File: src/hdl/uwl_pkg.sv
`timescale 1ns / 1ps
// ----------------------------------------------------------------------------
// Whitelist table package
// Sizes, request and status codes, and the control bundle that the sequencer
// sends to the identifier store.
// ----------------------------------------------------------------------------
package uwl_pkg;

    // Table geometry.
    localparam int MAX_ENTRIES = 16;
    localparam int UID_BYTES   = 4;

    // Bytes of the identifier that take part in compare and store.
    localparam int KEY_BYTES = (UID_BYTES > 4) ? 4 : ((UID_BYTES < 1) ? 1 : UID_BYTES);
    localparam logic [31:0] KEY_MASK = 32'hFFFF_FFFF >> (32 - 8 * KEY_BYTES);

    // Slot address and entry count widths.
    localparam int ADDR_W = (MAX_ENTRIES > 1) ? $clog2(MAX_ENTRIES) : 1;
    localparam int CNT_W  = $clog2(MAX_ENTRIES + 1);

    // Fixed widths of the item fields.
    localparam int KIND_W   = 2;
    localparam int UID_W    = 32;
    localparam int STATUS_W = 2;
    localparam int SLOT_W   = 4;
    localparam int ECNT_W   = 5;
    localparam int FCNT_W   = 8;

    localparam logic [FCNT_W-1:0] FCNT_MAX = {FCNT_W{1'b1}};
    localparam logic [CNT_W-1:0]  CNT_FULL = CNT_W'(MAX_ENTRIES);

    typedef enum logic [KIND_W-1:0] {
        KIND_CHECK  = 2'd0,
        KIND_ADD    = 2'd1,
        KIND_DELETE = 2'd2,
        KIND_CLEAR  = 2'd3
    } t_kind;

    typedef enum logic [STATUS_W-1:0] {
        ST_OK        = 2'd0,
        ST_NOT_FOUND = 2'd1,
        ST_DUPLICATE = 2'd2,
        ST_FULL      = 2'd3
    } t_status;

    // Requests from the sequencer to the identifier store.
    typedef struct packed {
        logic              rd_en;
        logic [ADDR_W-1:0] rd_addr;
        logic              wr_en;
        logic [ADDR_W-1:0] wr_addr;
        logic [UID_W-1:0]  wr_data;
    } t_store_ctrl;

endpackage

File: src/hdl/uwl_id_store.sv
`timescale 1ns / 1ps
// ----------------------------------------------------------------------------
// Whitelist identifier store
// Single-port-write, registered-read memory of identifiers with the shared
// key comparator on its read data.
// ----------------------------------------------------------------------------
module uwl_id_store (
    input  logic                        i_clk,
    input  uwl_pkg::t_store_ctrl        i_ctrl,
    input  logic [uwl_pkg::UID_W-1:0]   i_key,
    output logic [uwl_pkg::UID_W-1:0]   o_rd_data,
    output logic                        o_match
);

    logic [uwl_pkg::UID_W-1:0] r_mem [uwl_pkg::MAX_ENTRIES];
    logic [uwl_pkg::UID_W-1:0] r_rd_data;

    // Write port.
    always_ff @(posedge i_clk) begin
        if (i_ctrl.wr_en) begin
            r_mem[i_ctrl.wr_addr] <= i_ctrl.wr_data;
        end
    end

    // Registered read port; the data holds until the next read.
    always_ff @(posedge i_clk) begin
        if (i_ctrl.rd_en) begin
            r_rd_data <= r_mem[i_ctrl.rd_addr];
        end
    end

    // Shared comparator against the request key.
    assign o_match   = (r_rd_data == i_key);
    assign o_rd_data = r_rd_data;

endmodule

File: src/hdl/uid_whitelist_table.sv
`timescale 1ns / 1ps
// ----------------------------------------------------------------------------
// Card identifier whitelist table
// Check, add, delete and clear-failure requests against a packed table of
// identifiers, searched one slot per cycle through a single comparator.
// ----------------------------------------------------------------------------
// Sequence: a search reads one slot per cycle through the table; a delete
// of slot p then moves each later entry down one slot, with a read in
// S_SHIFT_RD and a write in S_SHIFT_WR, before the count drops by one.
// Clear-failures goes straight to S_OUT. A stalled output holds the result in S_OUT.
// Throughput: one item at a time; the store's single read port sets the pace.
// Reset: synchronous, active low; the table is empty and the failure count
// is zero. Stored identifiers are not cleared.
module uid_whitelist_table (
    input  logic                           i_clk,
    input  logic                           i_rst_n,
    input  logic                           i_in_valid,
    output logic                           o_in_stall,
    input  logic [uwl_pkg::KIND_W-1:0]     i_kind,
    input  logic [uwl_pkg::UID_W-1:0]      i_uid,
    output logic                           o_out_valid,
    input  logic                           i_out_stall,
    output logic [uwl_pkg::STATUS_W-1:0]   o_status,
    output logic [uwl_pkg::SLOT_W-1:0]     o_slot,
    output logic [uwl_pkg::ECNT_W-1:0]     o_entry_count,
    output logic [uwl_pkg::FCNT_W-1:0]     o_failure_count
);

    typedef enum logic [2:0] {
        S_IDLE,
        S_SEARCH,
        S_SHIFT_RD,
        S_SHIFT_WR,
        S_OUT
    } t_state;

    t_state                            r_state;
    uwl_pkg::t_kind                    r_kind;
    logic [uwl_pkg::UID_W-1:0]         r_key;
    logic [uwl_pkg::CNT_W-1:0]         r_count;
    logic [uwl_pkg::FCNT_W-1:0]        r_fail;
    logic [uwl_pkg::CNT_W-1:0]         r_idx;
    logic                              r_pend;
    logic [uwl_pkg::ADDR_W-1:0]        r_pidx;
    uwl_pkg::t_status                  r_res_status;
    logic [uwl_pkg::SLOT_W-1:0]        r_res_slot;
    logic                              r_out_valid;
    logic [uwl_pkg::STATUS_W-1:0]      r_status;
    logic [uwl_pkg::SLOT_W-1:0]        r_slot;
    logic [uwl_pkg::ECNT_W-1:0]        r_ecnt;
    logic [uwl_pkg::FCNT_W-1:0]        r_fcnt;

    uwl_pkg::t_store_ctrl              w_ctrl;
    logic [uwl_pkg::UID_W-1:0]         w_rd_data;
    logic                              w_match;
    logic                              w_hit;
    logic                              w_miss;
    logic                              w_in_take;
    logic                              w_out_free;

    uwl_id_store u_store (
        .i_clk     (i_clk),
        .i_ctrl    (w_ctrl),
        .i_key     (r_key),
        .o_rd_data (w_rd_data),
        .o_match   (w_match)
    );

    // Search outcome: a hit on the slot read last cycle, or all slots done.
    assign w_hit  = r_pend && w_match;
    assign w_miss = !w_hit && (r_idx == r_count);

    assign w_in_take  = (r_state == S_IDLE) && i_in_valid;
    assign w_out_free = !r_out_valid || !i_out_stall;

    // Store requests for the current step.
    always_comb begin
        w_ctrl         = '0;
        w_ctrl.rd_addr = r_idx[uwl_pkg::ADDR_W-1:0];
        case (r_state)
            S_SEARCH: begin
                w_ctrl.rd_en   = (r_idx != r_count);
                w_ctrl.wr_en   = w_miss && (r_kind == uwl_pkg::KIND_ADD)
                                 && (r_count != uwl_pkg::CNT_FULL);
                w_ctrl.wr_addr = r_count[uwl_pkg::ADDR_W-1:0];
                w_ctrl.wr_data = r_key;
            end
            S_SHIFT_RD: begin
                w_ctrl.rd_en = (r_idx < r_count);
            end
            S_SHIFT_WR: begin
                w_ctrl.wr_en   = 1'b1;
                w_ctrl.wr_addr = uwl_pkg::ADDR_W'(r_idx - uwl_pkg::CNT_W'(1));
                w_ctrl.wr_data = w_rd_data;
            end
            default: begin
            end
        endcase
    end

    // Sequencer, table state and output register.
    always_ff @(posedge i_clk) begin
        if (!i_rst_n) begin
            r_state     <= S_IDLE;
            r_count     <= '0;
            r_fail      <= '0;
            r_pend      <= 1'b0;
            r_out_valid <= 1'b0;
        end else begin
            // The output register empties when its item is taken and no new
            // result is loaded in the same cycle.
            if (r_out_valid && !i_out_stall && (r_state != S_OUT)) begin
                r_out_valid <= 1'b0;
            end

            case (r_state)
                S_IDLE: begin
                    if (w_in_take) begin
                        r_kind       <= uwl_pkg::t_kind'(i_kind);
                        r_key        <= i_uid & uwl_pkg::KEY_MASK;
                        r_idx        <= '0;
                        r_pend       <= 1'b0;
                        r_res_status <= uwl_pkg::ST_OK;
                        r_res_slot   <= '0;
                        if (uwl_pkg::t_kind'(i_kind) == uwl_pkg::KIND_CLEAR) begin
                            r_fail  <= '0;
                            r_state <= S_OUT;
                        end else begin
                            r_state <= S_SEARCH;
                        end
                    end
                end

                S_SEARCH: begin
                    if (w_hit) begin
                        r_res_slot <= uwl_pkg::SLOT_W'(r_pidx);
                        case (r_kind)
                            uwl_pkg::KIND_CHECK: begin
                                r_fail  <= '0;
                                r_state <= S_OUT;
                            end
                            uwl_pkg::KIND_ADD: begin
                                r_res_status <= uwl_pkg::ST_DUPLICATE;
                                r_state      <= S_OUT;
                            end
                            default: begin
                                // Delete: move every later entry down one slot.
                                r_idx   <= uwl_pkg::CNT_W'(r_pidx) + uwl_pkg::CNT_W'(1);
                                r_state <= S_SHIFT_RD;
                            end
                        endcase
                    end else if (w_miss) begin
                        r_state <= S_OUT;
                        case (r_kind)
                            uwl_pkg::KIND_ADD: begin
                                if (r_count == uwl_pkg::CNT_FULL) begin
                                    r_res_status <= uwl_pkg::ST_FULL;
                                end else begin
                                    r_res_slot <= uwl_pkg::SLOT_W'(r_count);
                                    r_count    <= r_count + uwl_pkg::CNT_W'(1);
                                end
                            end
                            uwl_pkg::KIND_CHECK: begin
                                r_res_status <= uwl_pkg::ST_NOT_FOUND;
                                if (r_fail != uwl_pkg::FCNT_MAX) begin
                                    r_fail <= r_fail + uwl_pkg::FCNT_W'(1);
                                end
                            end
                            default: begin
                                r_res_status <= uwl_pkg::ST_NOT_FOUND;
                            end
                        endcase
                    end else begin
                        // Issue the next slot read; compare it next cycle.
                        r_pend <= 1'b1;
                        r_pidx <= r_idx[uwl_pkg::ADDR_W-1:0];
                        r_idx  <= r_idx + uwl_pkg::CNT_W'(1);
                    end
                end

                S_SHIFT_RD: begin
                    if (r_idx < r_count) begin
                        r_state <= S_SHIFT_WR;
                    end else begin
                        r_count <= r_count - uwl_pkg::CNT_W'(1);
                        r_state <= S_OUT;
                    end
                end

                S_SHIFT_WR: begin
                    r_idx   <= r_idx + uwl_pkg::CNT_W'(1);
                    r_state <= S_SHIFT_RD;
                end

                S_OUT: begin
                    if (w_out_free) begin
                        r_out_valid <= 1'b1;
                        r_status    <= r_res_status;
                        r_slot      <= r_res_slot;
                        r_ecnt      <= uwl_pkg::ECNT_W'(r_count);
                        r_fcnt      <= r_fail;
                        r_state     <= S_IDLE;
                    end else begin
                        r_out_valid <= r_out_valid;
                    end
                end

                default: begin
                    r_state <= S_IDLE;
                end
            endcase
        end
    end

    assign o_in_stall      = (r_state != S_IDLE);
    assign o_out_valid     = r_out_valid;
    assign o_status        = r_status;
    assign o_slot          = r_slot;
    assign o_entry_count   = r_ecnt;
    assign o_failure_count = r_fcnt;

endmodule
File: config.mk
export PLATFORM = sky130hd
export DESIGN_NAME = uid_whitelist_table
export DESIGN_NICKNAME = d
export VERILOG_FILES = /design/src/hdl/uwl_pkg.sv /design/src/hdl/uwl_id_store.sv /design/src/hdl/uid_whitelist_table.sv
export SDC_FILE = /design/constraint.sdc
export NUM_CORES = 1
export LEC_CHECK = 0
export ABC_AREA = 1
export BUFFER_PORTS_ARGS = -buffer_cell sky130_fd_sc_hd__buf_2
export CORE_ASPECT_RATIO = 2
export CORE_MARGIN = 2
export CORE_UTILIZATION = 60
export DETAILED_ROUTE_END_ITERATION = 7
export PLACE_DENSITY_LB_ADDON = 0.3
export SLEW_MARGIN = 0
export SYNTH_ARGS = -nofsm -noshare
export SYNTH_HDL_FRONTEND = slang
export SYNTH_SLANG_ARGS = --single-unit
File: constraint.sdc
create_clock -name i_clk -period 9.44 [get_ports i_clk]
set_clock_uncertainty 0.1 [all_clocks]
set_input_delay 1.888 -clock i_clk [delete_from_list [all_inputs] [get_ports i_clk]]
set_output_delay 1.888 -clock i_clk [all_outputs]
set_load 0.02 [all_outputs]
**After elaboration in Yosys (flattened, before gate mapping)**

Memories as Yosys holds them, arrays and structs flattened. A register that Yosys moved wholly into a read port is not among the register bits.
Cells that the tools add are included.

- Flip-flop bits (word level): 86
- Memory bits (writable): 512
- Input bits: 38
- Memories kept: 1

- $add $sub $neg: 6
- $lt $le $gt $ge: 1
- Equality and inequality tests: 31
- Mux-type cells: 51
- Bitwise logic cells: 2
- Reduce and logical (&&, ||, !) cells: 30

Memories:

| name | words | width | read ports | clocked after memory_dff | wr ports | RTL line | source |
|---|---|---|---|---|---|---|---|
| u_store.r_mem | 16 | 32 | 1 | 1 | 1 | uwl_id_store.sv:15 | `logic [uwl_pkg::UID_W-1:0] r_mem [uwl_pkg::MAX_ENTRIES];` |

Operators with widths:

| cell | count |
|---|---|
| 37-bit one-hot mux with 2 select lines | 1 |
| 8-bit 2-to-1 mux | 7 |
| 5-bit 2-to-1 mux | 9 |
| 32-bit equality test | 1 |
| 3-bit inequality test (second input constant) | 8 |
| 6-bit AND reduction | 4 |
| 3-bit 2-to-1 mux | 7 |
| 4-bit 2-to-1 mux | 5 |
| 2-bit inequality test (second input constant) | 9 |
| 8-bit one-hot mux with 2 select lines | 1 |
| 3-bit one-hot mux with 5 select lines | 1 |
| 5-bit one-hot mux with 3 select lines | 1 |
| 2-bit 2-to-1 mux | 6 |
| 5-bit by 1-bit adder with 5-bit output (second input constant) | 2 |
| 5-bit one-hot mux with 2 select lines | 1 |
| 3-bit AND reduction | 3 |
| 8-bit by 1-bit adder with 8-bit output (second input constant) | 1 |
| 1-bit 2-to-1 mux | 8 |
| 8-bit inequality test (second input constant) | 1 |
| 4-bit one-hot mux with 2 select lines | 1 |
| 4-bit AND reduction | 2 |
| 1-bit logical AND | 7 |
| 3-bit by 2-bit equality test with 1-bit output (second input constant) | 2 |
| 2-bit nonzero test | 3 |
| other kinds (25) | 30 |

**Depth between registers and ports, before layout**

- Depth in word-level cells: 9
- Depth in mapped cells: 18
- Mapped depth without buffers: 16

**Hierarchy**

Synthesis repeated with hierarchy kept, for this count alone.

- Cell total of the unflattened synthesis: 2227
- Area, all modules: 27008.4 µm²

By module, submodules not included:

| module | instances | cells an instance | area each (µm²) | seq. area each (µm²) |
|---|---|---|---|---|
| uwl_id_store | 1 | 1836 | 22890.7 | 16335.7 |
| uid_whitelist_table | 1 | 391 | 4117.7 | 2402.3 |

**Worst setup path after synthesis**

OpenSTA, ideal clock, no wires.

- Path kind: input port to flip-flop
- From: in i_rst_n
- To: reg r_key[0] (netlist bit) (enable)
- Setup time: 0.425 ns
- Arrival: 3.701 ns
- Data required time: 8.915 ns
- Setup slack: 5.214 ns
- Stages: 3
- Cell sequence: clkbuf_1 inv_1 nor2_1

- Cells in the longest elaborated chain, start to end: 1

Ends and longest elaborated chain:

| element | RTL line | source |
|---|---|---|
| start, declared | uid_whitelist_table.sv:16 | `input logic i_rst_n,` |
| 3-bit AND reduction (no source line) | - |  |
| end signal, assigned | uid_whitelist_table.sv:120 | `r_key <= i_uid & uwl_pkg::KEY_MASK;` |
| end, declared | uid_whitelist_table.sv:39 | `logic [uwl_pkg::UID_W-1:0] r_key;` |

Every way passes these cells.
A chain may end at the register's enable or synchronous reset.

**Worst setup path after layout**

- From: reg r_idx[0] (netlist bit)
- To: mem u_store.r_mem[0][28] (netlist bit) (enable)

- Cells in the longest elaborated chain, start to end: 7
- Elaborated cells between the ends (all ways): 8
- Classes of those cells: add/sub: 1; eq/ne: 1; mux: 3; reduce/logical: 3

Ends and longest elaborated chain:

| element | RTL line | source |
|---|---|---|
| start, declared | uid_whitelist_table.sv:42 | `logic [uwl_pkg::CNT_W-1:0] r_idx;` |
| start signal, assigned | uid_whitelist_table.sv:148 | `r_idx <= uwl_pkg::CNT_W'(r_pidx) + uwl_pkg::CNT_W'(1);` |
| start signal, assigned | uid_whitelist_table.sv:177 | `r_idx <= r_idx + uwl_pkg::CNT_W'(1);` |
| start signal, assigned | uid_whitelist_table.sv:191 | `r_idx <= r_idx + uwl_pkg::CNT_W'(1);` |
| 5-bit equality test | uid_whitelist_table.sv:71 | `assign w_miss = !w_hit && (r_idx == r_count);` |
| 1-bit logical AND | uid_whitelist_table.sv:71 |  |
| 1-bit logical AND | uid_whitelist_table.sv:83 | `w_ctrl.wr_en = w_miss && (r_kind == uwl_pkg::KIND_ADD)` |
| 1-bit logical AND | uid_whitelist_table.sv:84 | `&& (r_count != uwl_pkg::CNT_FULL);` |
| 37-bit one-hot mux with 2 select lines (*) | uid_whitelist_table.sv:80 | `case (r_state)` |
| 1-bit 2-to-1 mux | uwl_id_store.sv:20 | `if (i_ctrl.wr_en) begin` |
| 1-bit 2-to-1 mux (implied by the code) | uwl_id_store.sv:21 | `r_mem[i_ctrl.wr_addr] <= i_ctrl.wr_data;` |
| end, declared | uwl_id_store.sv:15 |  |

Every way passes the cells marked *; elsewhere a longest branch is shown, timed or not.

==> flow_summary.json <==
{
  "dieHeight_um": 296,
  "syn_to_final_growth_pct": 10.0,
  "port_buffers": 58,
  "n_fill_cell": 3003,
  "worst_pin_slew_ns": 1.36,
  "routed_wl_um": 61600,
  "yosysUniqueCellTypes": 46,
  "status": "completed",
  "finalCritPeriodShare_pct": 43.7,
  "rows": 107,
  "drt_iter0_markers": 1818,
  "drc": 0,
  "grt_use_total_pct": 28.0,
  "cts_setup_buffers": 0,
  "clockBufferDepth": 3,
  "grt_pass1_wl_um": 92700,
  "fin_hold_ws_ns": 0.324,
  "cts_tree": "yes",
  "place.gp.congestion": 0.877,
  "syn_inst": 1979,
  "place_hpwl_um": 33400,
  "cpPeakStageDelay_ns": 0.97,
  "num_io_pins": 59,
  "async_flop_share_pct": 0,
  "grt_pass1_vias": 15900,
  "clk_latency_ns": 0.59,
  "synth.top_cells.by_count": "edfxtp_1, nor2_1, o21ai_0",
  "met2_usage_pct": 46.2,
  "cts_max_level": 2,
  "period_minus_slack_ns": 4.13,
  "rsz0062_at_grt": "no",
  "slew_headroom_pct": 9.35,
  "critPathSlowestCell": "edfxtp_1",
  "cts_buffers": 52,
  "grt-busiest-layer": "met2",
  "met1_usage_pct": 37.8,
  "ctsResizeCount": 0,
  "antenna_found_initial": 0,
  "synth_top_area_share_pct": 71.9,
  "die_area_mm2": 0.0444,
  "ys_seq_area_share_pct": 73.3,
  "hold_path_class": "register to register",
  "power_density_mw_per_mm2": 229,
  "p_leak_nw": 9.54,
  "vias_per_cell": 6.35,
  "worstPathRequired_ns": 9.60,
  "drtAntennaViolNets": 0,
  "grt_overflow": 0,
  "critPathLaunchType": "register",
  "grt_max_degree": 241,
  "synth_top_cell_by_area": "edfxtp_1",
  "max_freq_mhz": 242,
  "coreArea_mm2": 0.0423,
  "worstPathCellList": "inv_6 -> ha_1 -> nand2_1 -> inv_1 -> nand2_1 -> nand2_1 -> nand2_1 -> nor2_4 -> buf_4",
  "fin_setup_tns_ns": 0,
  "wl_per_cell_um": 23.7,
  "nNetsFinal": 2056,
  "synth-seq-cells": 630,
  "avgSynthCellArea_um2": 12.9,
  "critPathKind": "register to register",
  "syn-cell-area_mm2": 0.0256,
  "hold_buffers": 0,
  "critPathCaptureType": "register",
  "hold_violations": 0,
  "syn_nets": 2030,
  "synth_area_leaders": "edfxtp_1, o21ai_0, nor2_1",
  "seq_area_mm2": 0.0187,
  "dr.pass1.iters": 5,
  "use_met3_pct": 3.48,
  "post-synth-top-count-cell": "edfxtp_1",
  "setup_violations": 0,
  "arrival_ns": 4.29,
  "initial_core_util_pct": 60.4,
  "vias": 16500,
  "synthFlopType": "edfxtp_1",
  "fin_util_pct": 66.5,
  "path_clk_slew_ns": 0.07,
  "cts-root-buf": "clkbuf_16",
  "ir_drop_mv": 0.187,
  "drive_above_1_share_pct": 10.8,
  "synth_edf_count": 612,
  "multiInputGateArea_mm2": 0.00610,
  "maxCapViolCount": 0,
  "cpMostUsedCell": "nand2_1",
  "clock_sinks": 630,
  "die_width_um": 150,
  "critPathMaxFanout": 95,
  "drv_slew": 0,
  "antennaDiodeCount": 0,
  "ys_warn_count": 0
}
per-stage QoR:
step / cells / setup slack, ns / total power [mW] / instance area [um2]
floorplan: 1979 / 5.21 / 4.01 / 25600
CTS: 2593 / 5.28 / 6.45 / 28100
finish: 2593 / 5.31 / 6.45 / 28100
global route: 2593 / 5.01 / 6.65 / 28100
global placement: 2496 / 5.38 / 4.29 / 26400
detailed placement: 2496 / 5.35 / 4.32 / 26400
sequential cells by signal, summed over array words and instances (netlist names), 5 cells and up:
| signal | cells |
|---|---|
| o_entry_count | 5 |
| o_failure_count | 8 |
| r_count | 5 |
| r_fail | 8 |
| r_idx | 5 |
| r_key | 32 |
| u_store.o_rd_data | 32 |
| u_store.r_mem | 512 |
final cells by class:
class                           count  share of cell area (%)
Sequential cell                   630                    66.6
Multi-Input combinational cell   1131                    21.7
Clock buffer                       69                    4.93
Tap cell                          545                    2.42
Timing Repair Buffer               89                    1.90
Inverter                          101                    1.37
Clock inverter                     28                    1.07
per-layer routing:
| layer | up-vias | wire length, um | share of wire [%] |
|---|---|---|---|
| met5 | - | 0 | 0 |
| met4 | 0 | 2570 | 4.2 |
| met3 | 161 | 5200 | 8.4 |
| met2 | 895 | 30600 | 50 |
| met1 | 8029 | 23100 | 38 |
| li1 | 7388 | - | - |
report_power, final:
part	switching (mW)	total (mW)	internal [mW]
sequential	0.0669	3.32	3.25
clock	0.970	2.17	1.20
combinational	0.708	0.963	0.255
total	1.75	6.45	4.71
logic make-up after synthesis:
logic type,count (synthesis),share of synthesized area (%)
xor gates and xnor gates,24,0.822
and+or+nand+nor,594,9.78
buffers and inverters,218,3.39
AOI/OAI and AO/OA,500,12.1
DFF,630,73.3
adders and majority gates,13,0.666
final timing paths:
kind / from / endpoint / slack, ns / cells past startpoint
worst max-delay path: r_idx[0] / u_store.r_mem[0][28] / 5.31 / 9
worst min-delay path: r_res_slot[2] / o_slot[2] / 0.32 / 0
worst min register to register: r_res_slot[2] / o_slot[2] / 0.32 / 0
worst max register to register: r_idx[0] / u_store.r_mem[0][28] / 5.31 / 9
layout by cell type (no fill, tap or decap), types with 3 or more instances in the layout:
cell type  netlist  routed
o21ai_1          8       7
inv_2           16      16
a22o_1           8       8
nor2_1         321     304
nor2_2           4       4
buf_4            1      30
ha_1            12      12
bufinv_16        0       6
nor2_4           1      18
nand3_1         55      55
nand4_1         22      22
a21oi_1         19      19
clkinv_1         1       9
clkbuf_1        78      16
xor2_1          11      11
nand2_1        167     167
xnor2_1         13      13
o211ai_1        36      36
nand2_2          3       3
clkinv_4         0       3
buf_2           34      58
inv_1           83      81
dfxtp_1         18      18
clkinv_2         1      10
nor3_1           6       6
inv_6            0       3
clkbuf_16        0      53
o21ai_0        267     267
edfxtp_1       612     612
o221ai_1        88      88
o22ai_1         66      66
critical path: cells and delay by family, from the launching register on:
family | cells | cell delay (ns)
adders and majority gates | 1 | 0.44
buffers and inverters | 3 | 1.04
DFF | 1 | 0.97
and+or+nand+nor | 5 | 1.23
Power figures use the tool's default switching activity.
